==> src/sv/clcd_pkg.sv <==
// Shared types, constants and helper functions for the character LCD terminal front end.
package clcd_pkg;

    // Display geometry and tab handling.
    localparam int LINE_LEN = 16;
    localparam int TAB_STOP = 4;
    localparam int COL_W    = $clog2(LINE_LEN);
    localparam int CNT_W    = COL_W + 1;
    localparam int TAB_K_W  = 3;
    localparam logic [TAB_K_W-1:0] TAB_CAP = 3'd4;

    typedef logic [6:0] t_addr;

    // Line start addresses in display order, and the phantom pinned addresses.
    localparam logic [3:0][6:0] LINE_START = {7'h50, 7'h10, 7'h40, 7'h00};
    localparam logic [3:0][6:0] PIN_END    = {7'h61, 7'h60, 7'h21, 7'h20};
    localparam logic [3:0][6:0] PIN_START  = {7'h26, 7'h27, 7'h66, 7'h67};

    // Text byte codes.
    localparam logic [7:0] CH_NUL   = 8'h00;
    localparam logic [7:0] CH_BS    = 8'h08;
    localparam logic [7:0] CH_TAB   = 8'h09;
    localparam logic [7:0] CH_LF    = 8'h0A;
    localparam logic [7:0] CH_CR    = 8'h0D;
    localparam logic [7:0] CH_ESC   = 8'h1B;
    localparam logic [7:0] CH_SPACE = 8'h20;

    // Escape sequence codes.
    localparam logic [7:0] ESC_CUR_OFF    = 8'h61;
    localparam logic [7:0] ESC_BLINK      = 8'h62;
    localparam logic [7:0] ESC_CUR_ON     = 8'h76;
    localparam logic [7:0] ESC_CUR_HIDE   = 8'h56;
    localparam logic [7:0] ESC_HOME       = 8'h48;
    localparam logic [7:0] ESC_CLEAR      = 8'h4A;
    localparam logic [7:0] ESC_UP         = 8'h41;
    localparam logic [7:0] ESC_DOWN       = 8'h42;
    localparam logic [7:0] ESC_RIGHT      = 8'h43;
    localparam logic [7:0] ESC_LEFT       = 8'h44;
    localparam logic [7:0] ESC_MARGIN_ON  = 8'h6D;
    localparam logic [7:0] ESC_MARGIN_OFF = 8'h4D;

    // Controller instruction codes.
    localparam logic [7:0] INS_CLEAR    = 8'h01;
    localparam logic [7:0] INS_HOME     = 8'h02;
    localparam logic       INS_SET_ADDR = 1'b1;
    localparam logic [4:0] INS_DISP_CTL = 5'b00001;
    localparam logic       DISP_ON      = 1'b1;
    localparam logic       RS_INSTR     = 1'b0;
    localparam logic       RS_DATA      = 1'b1;

    // Channel words.
    typedef struct packed {
        logic [7:0] char_in;
        logic       last_of_write;
    } t_in_word;

    typedef struct packed {
        logic       reg_select;
        logic [7:0] bus_byte;
        logic       last;
    } t_out_word;

    // Sequencer to output stage: one result byte or the end of an item.
    typedef struct packed {
        logic       push;
        logic       finish;
        logic       rs;
        logic [7:0] bus_byte;
    } t_emit_req;

    // Output stage status back to the sequencer.
    typedef struct packed {
        logic go;
        logic hold_v;
    } t_stage_stat;

    typedef struct packed {
        logic  hit;
        t_addr target;
    } t_pin_info;

    typedef struct packed {
        logic  emit;
        t_addr addr;
    } t_step_res;

    // Columns that are tab stops, worked out at elaboration.
    function automatic logic [LINE_LEN-1:0] tab_hit_mask();
        logic [LINE_LEN-1:0] m;
        for (int j = 0; j < LINE_LEN; j++) begin
            m[j] = ((j % TAB_STOP) == 0);
        end
        return m;
    endfunction

    localparam logic [LINE_LEN-1:0] TAB_HIT = tab_hit_mask();

    // A pinned address resolves to the line end or start it stands for.
    function automatic t_pin_info pin_lookup(t_addr a);
        t_pin_info p;
        p.hit    = 1'b0;
        p.target = a;
        for (int i = 0; i < 4; i++) begin
            if (a == PIN_END[i]) begin
                p.hit    = 1'b1;
                p.target = LINE_START[i] + t_addr'(LINE_LEN - 1);
            end
            if (a == PIN_START[i]) begin
                p.hit    = 1'b1;
                p.target = LINE_START[i];
            end
        end
        return p;
    endfunction

    // One cursor step; at a line edge it wraps or pins and needs a set-address.
    function automatic t_step_res step_calc(t_addr a, logic fwd, logic am);
        t_step_res r;
        r.emit = 1'b0;
        r.addr = fwd ? a + 7'd1 : a - 7'd1;
        for (int i = 0; i < 4; i++) begin
            if (fwd && (a == LINE_START[i] + t_addr'(LINE_LEN - 1))) begin
                r.emit = 1'b1;
                r.addr = am ? t_addr'(LINE_START[2'(i + 1)]) : t_addr'(PIN_END[i]);
            end
            if (!fwd && (a == LINE_START[i])) begin
                r.emit = 1'b1;
                r.addr = am ? LINE_START[2'(i + 3)] + t_addr'(LINE_LEN - 1)
                            : t_addr'(PIN_START[i]);
            end
        end
        return r;
    endfunction

endpackage

==> src/sv/char_lcd_terminal_frontend_unit.sv <==
// Top level of the character LCD terminal front end: byte decoder and cursor sequencer.
//
// Text bytes arrive on the input channel (i_in_valid / o_in_ready, word i_in_word) and the
// instruction and data bytes for a 4x16 character display leave on the output channel
// (o_out_valid / i_out_ready, word o_out_word), one result word per handshake, with last
// set on the final word that one input byte causes. Bytes that cause nothing (ESC, NUL,
// skipped bytes, margin-off, unknown escapes) produce no word. A byte is taken only while
// the sequencer is idle. A newline or vertical move takes 16 steps of the shared cursor
// stepper. The final word of a byte moves from the hold stage into the output register
// when the sequencer finishes the byte, and the next byte can be accepted while that word
// still waits. A stalled receiver holds the sequencer once both the output register and
// the one-word hold stage are full; nothing is dropped. Synchronous active-low reset puts
// the cursor at address 0 with margins on, cursor and blink off, and empties both output
// stages.
module char_lcd_terminal_frontend_unit
    import clcd_pkg::*;
(
    input  logic      i_clk,
    input  logic      i_rst_n,
    input  logic      i_in_valid,
    output logic      o_in_ready,
    input  t_in_word  i_in_word,
    output logic      o_out_valid,
    input  logic      i_out_ready,
    output t_out_word o_out_word
);

    typedef enum logic [13:0] {
        S_IDLE      = 14'b00000000000001,
        S_UNPIN     = 14'b00000000000010,
        S_STEP      = 14'b00000000000100,
        S_FINAL     = 14'b00000000001000,
        S_PUT       = 14'b00000000010000,
        S_ADV       = 14'b00000000100000,
        S_COL       = 14'b00000001000000,
        S_CLR       = 14'b00000010000000,
        S_HOME      = 14'b00000100000000,
        S_HOME_ADDR = 14'b00001000000000,
        S_CTL2      = 14'b00010000000000,
        S_CTL       = 14'b00100000000000,
        S_MON       = 14'b01000000000000,
        S_DONE      = 14'b10000000000000
    } t_state;

    t_state r_state, n_state;
    t_addr  r_addr, n_addr;
    logic   r_am, n_am;
    logic   r_cv, n_cv;
    logic   r_blink, n_blink;
    logic   r_esc, n_esc;
    logic   r_skip, n_skip;

    logic [7:0]         r_char, n_char;
    logic               r_dir, n_dir;
    logic [CNT_W-1:0]   r_cnt, n_cnt;
    logic               r_is_cr, n_is_cr;
    logic               r_is_tab, n_is_tab;
    logic [TAB_K_W-1:0] r_tab_k, n_tab_k;

    t_emit_req   w_req;
    t_stage_stat w_stat;
    t_pin_info   w_pin;
    t_addr       w_res_addr;
    t_step_res   w_mv;
    t_step_res   w_adv;
    logic        w_go;
    logic [7:0]  w_ctl_byte;

    // Shared cursor logic: pin resolve and one wrap-aware step.
    assign w_pin      = pin_lookup(r_addr);
    assign w_res_addr = (!r_am && w_pin.hit) ? w_pin.target : r_addr;
    assign w_mv       = step_calc(r_addr, r_dir, 1'b1);
    assign w_adv      = step_calc(r_addr, 1'b1, r_am);
    assign w_go       = w_stat.go;
    assign w_ctl_byte = {INS_DISP_CTL, DISP_ON, r_cv, r_blink};
    assign o_in_ready = (r_state == S_IDLE);

    // Decoder and sequencer.
    always_comb begin
        n_state  = r_state;
        n_addr   = r_addr;
        n_am     = r_am;
        n_cv     = r_cv;
        n_blink  = r_blink;
        n_esc    = r_esc;
        n_skip   = r_skip;
        n_char   = r_char;
        n_dir    = r_dir;
        n_cnt    = r_cnt;
        n_is_cr  = r_is_cr;
        n_is_tab = r_is_tab;
        n_tab_k  = r_tab_k;
        w_req    = '0;

        unique case (r_state)
            S_IDLE: begin
                if (i_in_valid) begin
                    n_is_cr  = 1'b0;
                    n_is_tab = 1'b0;
                    if (r_skip || (i_in_word.char_in == CH_NUL)) begin
                        n_skip = !i_in_word.last_of_write;
                    end else if (r_esc) begin
                        n_esc = 1'b0;
                        unique case (i_in_word.char_in)
                            ESC_CUR_OFF: begin
                                n_cv    = 1'b0;
                                n_state = S_CTL2;
                            end
                            ESC_BLINK: begin
                                n_blink = 1'b1;
                                n_state = S_CTL;
                            end
                            ESC_CUR_ON: begin
                                n_cv    = 1'b1;
                                n_state = S_CTL;
                            end
                            ESC_CUR_HIDE: begin
                                n_cv    = 1'b0;
                                n_state = S_CTL;
                            end
                            ESC_HOME:  n_state = S_HOME;
                            ESC_CLEAR: n_state = S_CLR;
                            ESC_DOWN: begin
                                n_dir   = 1'b1;
                                n_cnt   = CNT_W'(LINE_LEN);
                                n_state = S_UNPIN;
                            end
                            ESC_UP: begin
                                n_dir   = 1'b0;
                                n_cnt   = CNT_W'(LINE_LEN);
                                n_state = S_UNPIN;
                            end
                            ESC_RIGHT: begin
                                n_dir   = 1'b1;
                                n_cnt   = CNT_W'(1);
                                n_state = S_UNPIN;
                            end
                            ESC_LEFT: begin
                                n_dir   = 1'b0;
                                n_cnt   = CNT_W'(1);
                                n_state = S_UNPIN;
                            end
                            ESC_MARGIN_ON:  n_state = S_MON;
                            ESC_MARGIN_OFF: n_am = 1'b0;
                            default: ;
                        endcase
                    end else begin
                        unique case (i_in_word.char_in)
                            CH_ESC: n_esc = 1'b1;
                            CH_LF: begin
                                n_dir   = 1'b1;
                                n_cnt   = CNT_W'(LINE_LEN);
                                n_state = S_UNPIN;
                            end
                            CH_CR: begin
                                n_dir   = 1'b0;
                                n_is_cr = 1'b1;
                                n_state = S_UNPIN;
                            end
                            CH_TAB: begin
                                n_char   = CH_SPACE;
                                n_is_tab = 1'b1;
                                n_tab_k  = '0;
                                n_state  = S_PUT;
                            end
                            CH_BS: begin
                                n_dir   = 1'b0;
                                n_cnt   = CNT_W'(1);
                                n_state = S_UNPIN;
                            end
                            default: begin
                                n_char  = i_in_word.char_in;
                                n_state = S_PUT;
                            end
                        endcase
                    end
                end
            end

            // Leave a pinned address before a move; CR takes its step count here.
            S_UNPIN: begin
                if (w_go) begin
                    if (!r_am && w_pin.hit) begin
                        w_req.push     = 1'b1;
                        w_req.rs       = RS_INSTR;
                        w_req.bus_byte = {INS_SET_ADDR, w_pin.target};
                    end
                    n_addr = w_res_addr;
                    if (r_is_cr) begin
                        n_cnt = CNT_W'(w_res_addr[COL_W-1:0]);
                    end
                    n_state = S_STEP;
                end
            end

            // One cursor step per cycle with margins on, unless the output stage holds the sequencer.
            S_STEP: begin
                if (w_go) begin
                    if (r_cnt == '0) begin
                        n_state = S_FINAL;
                    end else begin
                        if (w_mv.emit) begin
                            w_req.push     = 1'b1;
                            w_req.rs       = RS_INSTR;
                            w_req.bus_byte = {INS_SET_ADDR, w_mv.addr};
                        end
                        n_addr = w_mv.addr;
                        n_cnt  = r_cnt - CNT_W'(1);
                    end
                end
            end

            S_FINAL: begin
                if (w_go) begin
                    w_req.push     = 1'b1;
                    w_req.rs       = RS_INSTR;
                    w_req.bus_byte = {INS_SET_ADDR, r_addr};
                    n_state        = S_DONE;
                end
            end

            S_PUT: begin
                if (w_go) begin
                    w_req.push     = 1'b1;
                    w_req.rs       = RS_DATA;
                    w_req.bus_byte = r_char;
                    n_tab_k        = r_tab_k + TAB_K_W'(1);
                    n_state        = S_ADV;
                end
            end

            // Advance after a character with the current margin mode.
            S_ADV: begin
                if (w_go) begin
                    if (!r_am && w_pin.hit) begin
                        w_req.push     = 1'b1;
                        w_req.rs       = RS_INSTR;
                        w_req.bus_byte = {INS_SET_ADDR, r_addr};
                    end else begin
                        if (w_adv.emit) begin
                            w_req.push     = 1'b1;
                            w_req.rs       = RS_INSTR;
                            w_req.bus_byte = {INS_SET_ADDR, w_adv.addr};
                        end
                        n_addr = w_adv.addr;
                    end
                    n_state = r_is_tab ? S_COL : S_DONE;
                end
            end

            // Tab: resolve a pin, then stop at a tab column or after the space cap.
            S_COL: begin
                if (w_go) begin
                    if (!r_am && w_pin.hit) begin
                        w_req.push     = 1'b1;
                        w_req.rs       = RS_INSTR;
                        w_req.bus_byte = {INS_SET_ADDR, w_pin.target};
                    end
                    n_addr = w_res_addr;
                    if (TAB_HIT[w_res_addr[COL_W-1:0]] || (r_tab_k == TAB_CAP)) begin
                        n_state = S_DONE;
                    end else begin
                        n_state = S_PUT;
                    end
                end
            end

            S_CLR: begin
                if (w_go) begin
                    w_req.push     = 1'b1;
                    w_req.rs       = RS_INSTR;
                    w_req.bus_byte = INS_CLEAR;
                    n_state        = S_HOME;
                end
            end

            S_HOME: begin
                if (w_go) begin
                    w_req.push     = 1'b1;
                    w_req.rs       = RS_INSTR;
                    w_req.bus_byte = INS_HOME;
                    n_state        = S_HOME_ADDR;
                end
            end

            S_HOME_ADDR: begin
                if (w_go) begin
                    w_req.push     = 1'b1;
                    w_req.rs       = RS_INSTR;
                    w_req.bus_byte = {INS_SET_ADDR, 7'h00};
                    n_addr         = '0;
                    n_state        = S_DONE;
                end
            end

            // Cursor off first, then blink off.
            S_CTL2: begin
                if (w_go) begin
                    w_req.push     = 1'b1;
                    w_req.rs       = RS_INSTR;
                    w_req.bus_byte = w_ctl_byte;
                    n_blink        = 1'b0;
                    n_state        = S_CTL;
                end
            end

            S_CTL: begin
                if (w_go) begin
                    w_req.push     = 1'b1;
                    w_req.rs       = RS_INSTR;
                    w_req.bus_byte = w_ctl_byte;
                    n_state        = S_DONE;
                end
            end

            // Margins on: a pinned cursor moves to the line end or start.
            S_MON: begin
                if (w_go) begin
                    if (!r_am && w_pin.hit) begin
                        w_req.push     = 1'b1;
                        w_req.rs       = RS_INSTR;
                        w_req.bus_byte = {INS_SET_ADDR, w_pin.target};
                    end
                    n_addr  = w_res_addr;
                    n_am    = 1'b1;
                    n_state = S_DONE;
                end
            end

            // Release the held word as the last one of this byte.
            S_DONE: begin
                if (w_go) begin
                    w_req.finish = 1'b1;
                    n_state      = S_IDLE;
                end
            end

            default: n_state = S_IDLE;
        endcase
    end

    // Control state.
    always_ff @(posedge i_clk) begin
        if (!i_rst_n) begin
            r_state <= S_IDLE;
            r_addr  <= '0;
            r_am    <= 1'b1;
            r_cv    <= 1'b0;
            r_blink <= 1'b0;
            r_esc   <= 1'b0;
            r_skip  <= 1'b0;
        end else begin
            r_state <= n_state;
            r_addr  <= n_addr;
            r_am    <= n_am;
            r_cv    <= n_cv;
            r_blink <= n_blink;
            r_esc   <= n_esc;
            r_skip  <= n_skip;
        end
    end

    // Per-byte work registers.
    always_ff @(posedge i_clk) begin
        r_char   <= n_char;
        r_dir    <= n_dir;
        r_cnt    <= n_cnt;
        r_is_cr  <= n_is_cr;
        r_is_tab <= n_is_tab;
        r_tab_k  <= n_tab_k;
    end

    clcd_out_stage u_out_stage (
        .i_clk       (i_clk),
        .i_rst_n     (i_rst_n),
        .i_req       (w_req),
        .o_stat      (w_stat),
        .o_out_valid (o_out_valid),
        .i_out_ready (i_out_ready),
        .o_out_word  (o_out_word)
    );

    // The hold stage is empty whenever a new byte can be taken.
    a_idle_hold_empty: assert property (@(posedge i_clk) disable iff (!i_rst_n)
        (r_state == S_IDLE) |-> !w_stat.hold_v)
        else $error("hold stage still full while idle");

    // With margins on the cursor never sits at a phantom address.
    a_margin_unpinned: assert property (@(posedge i_clk) disable iff (!i_rst_n)
        r_am |-> !w_pin.hit)
        else $error("cursor pinned while margins are on");

    // A tab has written between one and four spaces when its column is checked.
    a_tab_count: assert property (@(posedge i_clk) disable iff (!i_rst_n)
        (r_state == S_COL) |-> ((r_tab_k != '0) && (r_tab_k <= TAB_CAP)))
        else $error("tab space count out of range");

endmodule

==> src/sv/clcd_out_stage.sv <==
// Output staging: holds the newest result until its last flag is known, then registers it.
module clcd_out_stage
    import clcd_pkg::*;
(
    input  logic        i_clk,
    input  logic        i_rst_n,
    input  t_emit_req   i_req,
    output t_stage_stat o_stat,
    output logic        o_out_valid,
    input  logic        i_out_ready,
    output t_out_word   o_out_word
);

    logic       r_hold_v;
    logic       r_hold_rs;
    logic [7:0] r_hold_byte;
    logic       r_out_v;
    t_out_word  r_out;

    logic w_out_free;
    logic w_go;
    logic w_push;
    logic w_finish;
    logic w_move;

    // The held word moves out when a newer one arrives or the item ends.
    assign w_out_free = !r_out_v || i_out_ready;
    assign w_go       = !r_hold_v || w_out_free;
    assign w_push     = i_req.push && w_go;
    assign w_finish   = i_req.finish && w_go;
    assign w_move     = r_hold_v && (w_push || w_finish);

    // Valid flags.
    always_ff @(posedge i_clk) begin
        if (!i_rst_n) begin
            r_hold_v <= 1'b0;
            r_out_v  <= 1'b0;
        end else begin
            if (w_push) begin
                r_hold_v <= 1'b1;
            end else if (w_finish) begin
                r_hold_v <= 1'b0;
            end
            if (w_move) begin
                r_out_v <= 1'b1;
            end else if (i_out_ready) begin
                r_out_v <= 1'b0;
            end
        end
    end

    // Word contents.
    always_ff @(posedge i_clk) begin
        if (w_push) begin
            r_hold_rs   <= i_req.rs;
            r_hold_byte <= i_req.bus_byte;
        end
        if (w_move) begin
            r_out.reg_select <= r_hold_rs;
            r_out.bus_byte   <= r_hold_byte;
            r_out.last       <= w_finish;
        end
    end

    assign o_stat.go     = w_go;
    assign o_stat.hold_v = r_hold_v;
    assign o_out_valid   = r_out_v;
    assign o_out_word    = r_out;

endmodule

==> config.mk <==
export PLATFORM = sky130hd
export DESIGN_NAME = char_lcd_terminal_frontend_unit
export DESIGN_NICKNAME = d
export VERILOG_FILES = /design/src/sv/clcd_pkg.sv /design/src/sv/char_lcd_terminal_frontend_unit.sv /design/src/sv/clcd_out_stage.sv
export SDC_FILE = /design/constraint.sdc
export NUM_CORES = 1
export LEC_CHECK = 0
export BUFFER_PORTS_ARGS = -buffer_cell sky130_fd_sc_hd__buf_2
export CAP_MARGIN = 5
export CORE_UTILIZATION = 25
export CTS_BUF_LIST = sky130_fd_sc_hd__clkbuf_4 sky130_fd_sc_hd__clkbuf_8 sky130_fd_sc_hd__clkbuf_16
export DETAILED_ROUTE_END_ITERATION = 10
export SETUP_SLACK_MARGIN = 0.05
export SLEW_MARGIN = 20
export SYNTH_ARGS = -nofsm -noshare
export SYNTH_HDL_FRONTEND = slang
export SYNTH_SLANG_ARGS = --single-unit
==> constraint.sdc <==
create_clock -name i_clk -period 7.1 [get_ports i_clk]
set_input_delay 0 -clock i_clk [delete_from_list [all_inputs] [get_ports i_clk]]
set_output_delay 0 -clock i_clk [all_outputs]
set_load 0.02 [all_outputs]
==> results of run 1 <==
-- cell usage in the layout, fill, tap and decap left out, drive strengths merged, types with 6 or more instances in the layout --
master       synthesis  final
nand4                9      9
buf                  4     25
ha                   7      7
a21o                 7      7
a31oi                9      9
clkbuf              32      9
o21ai               32     32
xnor2               11     11
nor4                12     12
dlygate4sd3          0      7
nor2                36     36
dfxtp               28     28
a211oi               6      6
nor4b                6      6
edfxtp              38     38
o22ai                7      7
inv                 19     19
and3                 6      6
and2                11     11
nand2               35     35
a21oi               34     34
nor3                23     23
nand2b              11     11
nand3               20     20
-- flip-flops by register name, summed over array words and instances, names as in the netlist, 3 cells and up --
signal / cells
r_state: 14
r_tab_k: 3
u_out_stage.r_hold_byte: 8
r_addr: 7
r_char: 8
u_out_stage.o_out_word: 10
r_cnt: 5
-- per-layer routing --
layer  share of wire [%]  track usage, %
met3                 8.6            2.74
met5                   0               0
met1                  47            20.8
met4                 1.6            5.24
met2                  43            20.4
-- worst paths after layout --
| path | cells after the start | from | slack, ns | endpoint |
|---|---|---|---|---|
| min reg2reg | 0 | u_out_stage.r_hold_rs | 0.42 | u_out_stage.o_out_word[9] |
| max | 8 | r_addr[0] | 3.47 | u_out_stage.o_out_word[2] |
| min | 1 | i_in_word[3] | 0.06 | r_char[2] |
| max reg2reg | 8 | r_addr[0] | 3.47 | u_out_stage.o_out_word[2] |
-- synth_stat cells, drive strengths merged, types with 5 or more instances --
library cell / n / share of area (%)
o21ai: 32 / 3.6
a22o: 5 / 0.99
nor4b: 6 / 1.2
nor4: 12 / 1.7
or3: 5 / 0.71
o22ai: 7 / 0.99
dfxtp: 28 / 13
a211oi: 6 / 1.1
clkbuf: 32 / 2.7
and2: 11 / 1.6
or4: 5 / 0.85
a21o: 7 / 1.2
nor3: 23 / 2.7
and3: 6 / 0.85
nand3: 20 / 2.4
xnor2: 11 / 2.2
nand2: 35 / 3.0
a221oi: 5 / 0.99
nand2b: 11 / 1.6
a21oi: 34 / 4.2
inv: 19 / 1.6
nor2: 36 / 3.1
a31oi: 9 / 1.6
ha: 7 / 2.0
o221ai: 5 / 0.99
edfxtp: 38 / 26
nand4: 9 / 1.3
-- timing repair --
item,in CTS,in global routing
endpoints found under the hold margin,9,0
setup buffers,0,0
hold buffers,7,0
-- critical path, stage by stage (launching register included) --
cell,delay [ns]
sky130_fd_sc_hd__dfxtp_1,0.44
sky130_fd_sc_hd__inv_1,0.16
sky130_fd_sc_hd__ha_1,0.28
sky130_fd_sc_hd__or4b_2,0.71
sky130_fd_sc_hd__a21oi_1,0.54
sky130_fd_sc_hd__a41oi_1,0.19
sky130_fd_sc_hd__a211o_1,0.35
sky130_fd_sc_hd__inv_2,0.18
sky130_fd_sc_hd__o21a_1,0.42
-- area by class of cell --
| class | instances | area [um2] |
|---|---|---|
| Sequential cell | 66 | 1700 |
| Inverter | 20 | 75.1 |
| Clock buffer | 9 | 225 |
| Clock inverter | 7 | 70.1 |
| Timing Repair Buffer | 32 | 198 |
| Multi-Input combinational cell | 382 | 2480 |
| Fill cell | 1799 | 12200 |
| Tap cell | 225 | 282 |
-- per-stage QoR --
| step | std cells | util, % | setup WS [ns] | total power, mW |
|---|---|---|---|---|
| after floorplan | 504 | - | 3.86 | 0.664 |
| final | 741 | 29.2 | 3.47 | 1.17 |
| after global routing | 741 | 29.2 | 3.27 | 1.22 |
| after CTS | 741 | 29.2 | 3.52 | 1.17 |
| after detailed placement | 718 | 27.1 | 3.54 | 0.727 |
| after global placement | 718 | 27.1 | 3.59 | 0.728 |
-- power breakdown --
| group | total [mW] | internal, mW | switching [mW] | leakage (nW) |
|---|---|---|---|---|
| logic | 0.266 | 0.0882 | 0.178 | 0.958 |
| registers | 0.466 | 0.440 | 0.0258 | 0.582 |
| clock network | 0.437 | 0.270 | 0.167 | 0.135 |
-- cells by family (layout without fill, tap and decap cells) --
| family | count (synthesis) | in the layout | synth area share (%) |
|---|---|---|---|
| buf+inv | 56 | 68 | 5.17 |
| fa+ha+maj | 7 | 7 | 1.99 |
| xor+xnor | 15 | 15 | 2.98 |
| simple gates | 200 | 200 | 24.8 |
| mux | 5 | 5 | 1.16 |
| flops | 66 | 66 | 38.6 |
| compound gates | 155 | 155 | 25.3 |
==> results.txt, run 1 <==
----------------------------------------------------
[Worst setup path]
  Largest fanout on the critical path ... 11
  Data required, critical path ... 7.09 ns
  Critical path arrival ... ~3.6 ns
  CP Capture Type ... flip-flop
  Startpoint kind of the worst setup timing path ... flip-flop
  Worst setup path category ... reg2reg

[Timing]
  Worst hold margin ... around 0.063 ns
  Max-slew violations ... 0
  Post-route setup TNS ... 0 ns
  Final setup violation count ... 0
  Clock Skews ... 0.00565 ns
  Number of hold violations in the final report ... 0
  Max_slew headroom ... between 40% and 50%
  Post-layout min period ... 3.63 ns
  Peak Freq ... 275 MHz
  Share of the clock period used by the worst path after layout ... approximately 51%
  Unrepaired setup endpoints after global routing ... no
  Transition time at the pin with the least slew margin ... 0.826 ns

[Clock tree]
  Number of gates resized after cts ... 0
  Maximum root-to-sink buffer count ... 2
  # clock sinks ... 66
  Clock-pin slew on the worst setup and hold paths ... 0.06 ns
  Cell at the root of the clock tree ... sky130_fd_sc_hd__clkbuf_16
  Clk_lat worst skew ... between 0.3 and 0.4 ns
  Clock H-tree levels ... 3
  Number of buffers created by CTS ... 9
  CTS tree ... done

[Layout]
  Number of diodes ... 0
  Layout cells sized above 1 ... between 10% and 20%
  Final Cell Area ... around 5000 um2
  Final layout net count ... approximately 530
  Layout Area Growth over Synthesis ... 14.2%

[Floorplanning]
  Starting utilization of the core area ... 25.6%
  Die Outline Area ... 18200 um2
  Boundary pin count ... 25
  Chip Height ... 135 um
  Area of the core region ... 17200 um2
  Number of core rows ... 48
  Width of the die ... 135 um

[Job]
  Number of max-capacitance violations reported ... 0

[Route]
  Per-cell via count in the routed design ... roughly 5.5
  Antenna Nets Post-Route ... 0
  Total Wirelength ... 12600 um
  Drt wl/cell ... between 15 and 20 um
  Number of vias in the routed layout ... 4075
  Violation count after the first detailed-route iteration ... around 400
  Number of iterations in the first detailed-routing pass ... 5
  DRC violation count after routing ... 0

[Synthesis]
  Average footprint of a synthesized cell ... between 8 and 9 um2
  EDFF count, synth ... 38
  Async set or reset register ratio after synthesis ... 0%
  Synth warn ... 0
  Number of distinct library cell variants in the gate-level netlist after synthesis ... 77
  Count of state elements after synthesis ... 66
  Primary flip-flop cell chosen by synthesis mapping ... sky130_fd_sc_hd__edfxtp_1
  Cell count after synthesis ... approximately 500
  Post-synthesis instance area ... around 4400 um2
  Seq/Total Area, Yosys ... 38.6%
  Number of nets produced by synthesis ... between 500 and 600

[Placed design]
  Hpwl dp ... just over 9000 um
  RePlAce Congestion ... 0.931
  Input/output buffers ... 24
  Cell Area, Placed ... about 4700 um2

[Global routing]
  Global-route wire length before repair ... between 15000 and 20000 um
  Number of antenna violations at the first check in global routing ... 0
  Vias in the first global route ... 3644
  Sum of overflow across all layers after global routing ... 0
  Global routing usage summed across all routing layers ... 14.2%
  Pin count of the biggest net entering global routing ... 18

[Pwr]
  PD cells ... roughly 230 nW/um2
  Static leakage power ... about 1.7 nW
  Max rail drop VDD ... 0.121 mV

[Worst hold path]
  Hold crit path type ... in2reg

[Outcome]
  Outcome ... complete, no violations

----------------------------------------------------
Note: power is estimated with default switching activity, not from simulation.
==> run 2, diff against run 1 <==
Clock period 7.1 ns to 3.3 ns, I/O delays scaled along.
==> run 2 against run 1 <==
Utilization rose by 1.4 points. Register-to-register slack lost 3.2 ns. Power increased by 120%. Flip-flop and latch count unchanged. Critical path depth unchanged. Via count is 4.6% higher. Final area up 4.7%. Global-route usage rose by 0.78 points. Critical endpoint is now u_out_stage.o_out_word[8]. Largest cell class unchanged. Highest routed layer unchanged.
==> results.txt, run 2 (same netlist as run 1, synthesis figures left out) <==
----------------------------------------------------
[Outcome]
  Outcome ... complete, no violations

[Global routing]
  Pin count of the biggest net entering global routing ... 17
  Vias in the first global route ... ~3900
  Global-route wire length before repair ... approximately 21000 um
  Sum of overflow across all layers after global routing ... 0
  Number of antenna violations at the first check in global routing ... 0
  Global routing usage summed across all routing layers ... between 10% and 20%

[Clock tree]
  Clock H-tree levels ... 3
  Number of post-CTS setup repair buffers ... 0
  Clk_lat worst skew ... between 0.3 and 0.4 ns
  Maximum root-to-sink buffer count ... 2
  # clock sinks ... 66
  Number of buffers created by CTS ... 9
  Cell at the root of the clock tree ... sky130_fd_sc_hd__clkbuf_16
  Clock-pin slew on the worst setup and hold paths ... about 0.050 ns
  CTS tree ... done

[Layout]
  Highest-count cells in the layout ignoring fill and taps ... sky130_fd_sc_hd__edfxtp_1 (38), sky130_fd_sc_hd__buf_4 (37), sky130_fd_sc_hd__nor2_1 (36)
  Leading cell type in the layout, fill and taps excluded ... sky130_fd_sc_hd__edfxtp_1
  Number of flip-flops under the largest register name ... 14
  Non-filler cells in the finished layout ... roughly 780
  Most flops, register ... r_state
  Number of diodes ... 0
  End-of-flow core utilization ... a little under a third
  Layout Area Growth over Synthesis ... 19.6%
  Layout cells sized above 1 ... 17.9%
  Final layout net count ... 567

[Timing]
  Number of hold violations in the final report ... 0
  Max-slew violations ... 0
  Peak Freq ... 334 MHz
  Max_slew headroom ... just over 50%
  Share of the clock period used by the worst path after layout ... approximately nine tenths
  Post-layout min period ... between 2 and 3 ns
  Clock Skews ... ~0.0070 ns
  Transition time at the pin with the least slew margin ... a little over 0.7 ns
  Post-route setup TNS ... 0 ns
  Final setup violation count ... 0
  Unrepaired setup endpoints after global routing ... no

[Floorplanning]
  Die Outline Area ... between 15000 and 20000 um2
  Number of core rows ... between 40 and 50
  Area of the core region ... 17200 um2
  Boundary pin count ... 25
  Width of the die ... around 130 um
  Starting utilization of the core area ... 25.6%
  Chip Height ... between 100 and 150 um

[Worst setup path]
  Data required, critical path ... 3.31 ns
  Flop-to-flop setup slack ... slightly above 0.3 ns
  Cell depth of the worst flop-to-flop path ... 8
  Endpoint of the most critical register-to-register path ... u_out_stage.o_out_word[8]
  Worst r2r src ... r_state[13]
  Worst setup path category ... reg2reg
  CP Capture Type ... flip-flop
  Critical path arrival ... between 3 and 4 ns
  Startpoint kind of the worst setup timing path ... flip-flop
  Largest fanout on the critical path ... 10

[Pwr]
  PD cells ... about 480 nW/um2
  Static leakage power ... 1.86 nW
  Max rail drop VDD ... approximately 0.26 mV

[Route]
  Length of routed met2 wiring ... roughly 5600 um
  Met3 routed wirelength ... roughly 1300 um
  DRC violation count after routing ... 0
  Number of vias in the routed layout ... between 4000 and 5000
  Per-cell via count in the routed design ... around 5.5
  Drt wl/cell ... approximately 17 um
  Total Wirelength ... 13100 um
  Metal1 wirelength ... 5870 um
  Uppermost routed layer ... met4
  Number of iterations in the first detailed-routing pass ... 7
  Violation count after the first detailed-route iteration ... 336
  Antenna Nets Post-Route ... 0

[Worst hold path]
  Worst Hold Path Cells ... 2
  Hold crit path type ... in2reg
  Worst hold endpoint ... r_char[3]
  Beginning of the worst hold path ... i_in_word[4]

[Placed design]
  RePlAce Congestion ... between 0.9 and 1
  Input/output buffers ... 24
  Hpwl dp ... 9850 um
  Total instance count after detailed placement ... ~750

[Job]
  Number of max-capacitance violations reported ... 0

----------------------------------------------------
==> run 2: worst max-delay path: stages (launching register included) <==
cell and delay [ns]:
sky130_fd_sc_hd__dfxtp_1 0.34, sky130_fd_sc_hd__or4b_2 0.69, sky130_fd_sc_hd__or3_1 0.36, sky130_fd_sc_hd__a21o_1 0.23, sky130_fd_sc_hd__and2_1 0.17, sky130_fd_sc_hd__a21o_1 0.19, sky130_fd_sc_hd__a211o_1 0.34, sky130_fd_sc_hd__inv_2 0.07
sky130_fd_sc_hd__o21a_2 0.28
==> run 2: repair_timing <==
item / CTS / global route
endpoints found under the hold margin: 7 / 0
gates resized for setup: 0 / 1
hold buffers: 7 / 0
setup endpoints to repair: 0 / 10
==> run 2: cell type report <==
type | instances | area (um2)
Inverter | 20 | 75.1
Clock inverter | 5 | 23.8
Timing Repair Buffer | 68 | 468
Multi-Input combinational cell | 382 | 2480
Clock buffer | 11 | 240
Tap cell | 225 | 282
Fill cell | 1763 | 12000
Sequential cell | 66 | 1700
==> run 2: worst max path at each step <==
stage | from | endpoint | slack, ns
2_1_floorplan | r_state[5] | u_out_stage.o_out_word[0] | 0.06
3_3_place_gp | r_state[13] | u_out_stage.o_out_word[6] | 0.21
3_5_place_dp | r_state[13] | u_out_stage.o_out_word[6] | 0.21
4_1_cts | r_state[13] | u_out_stage.o_out_word[8] | 0.17
5_1_grt | r_state[13] | u_out_stage.o_out_word[8] | 0.14
6_report | r_state[13] | u_out_stage.o_out_word[8] | 0.30
==> run 2: through the flow <==
stage / setup slack, ns / instance area (um2) / total power, mW / hold WS, ns
global route: 0.144 / 5270 / 2.64 / 0.0601
floorplan: 0.0614 / 4410 / 1.43 / 0.0762
finish: 0.302 / 5270 / 2.52 / 0.0541
detailed placement: 0.208 / 4930 / 1.66 / 0.268
CTS: 0.169 / 5270 / 2.52 / 0.0402
global placement: 0.213 / 4930 / 1.67 / 0.270
==> run 2: power by group <==
part	leakage (nW)	switching [mW]	internal, mW
clock	0.137	0.331	0.516
sequential	0.582	0.0516	0.947
combinational	1.14	0.409	0.262
==> run 2: per-layer routing <==
metal	vias up	GRT usage (%)
li1	2020	-
met1	1951	20.1
met2	263	22.4
met3	27	4.17
met4	0	6.68
met5	-	0
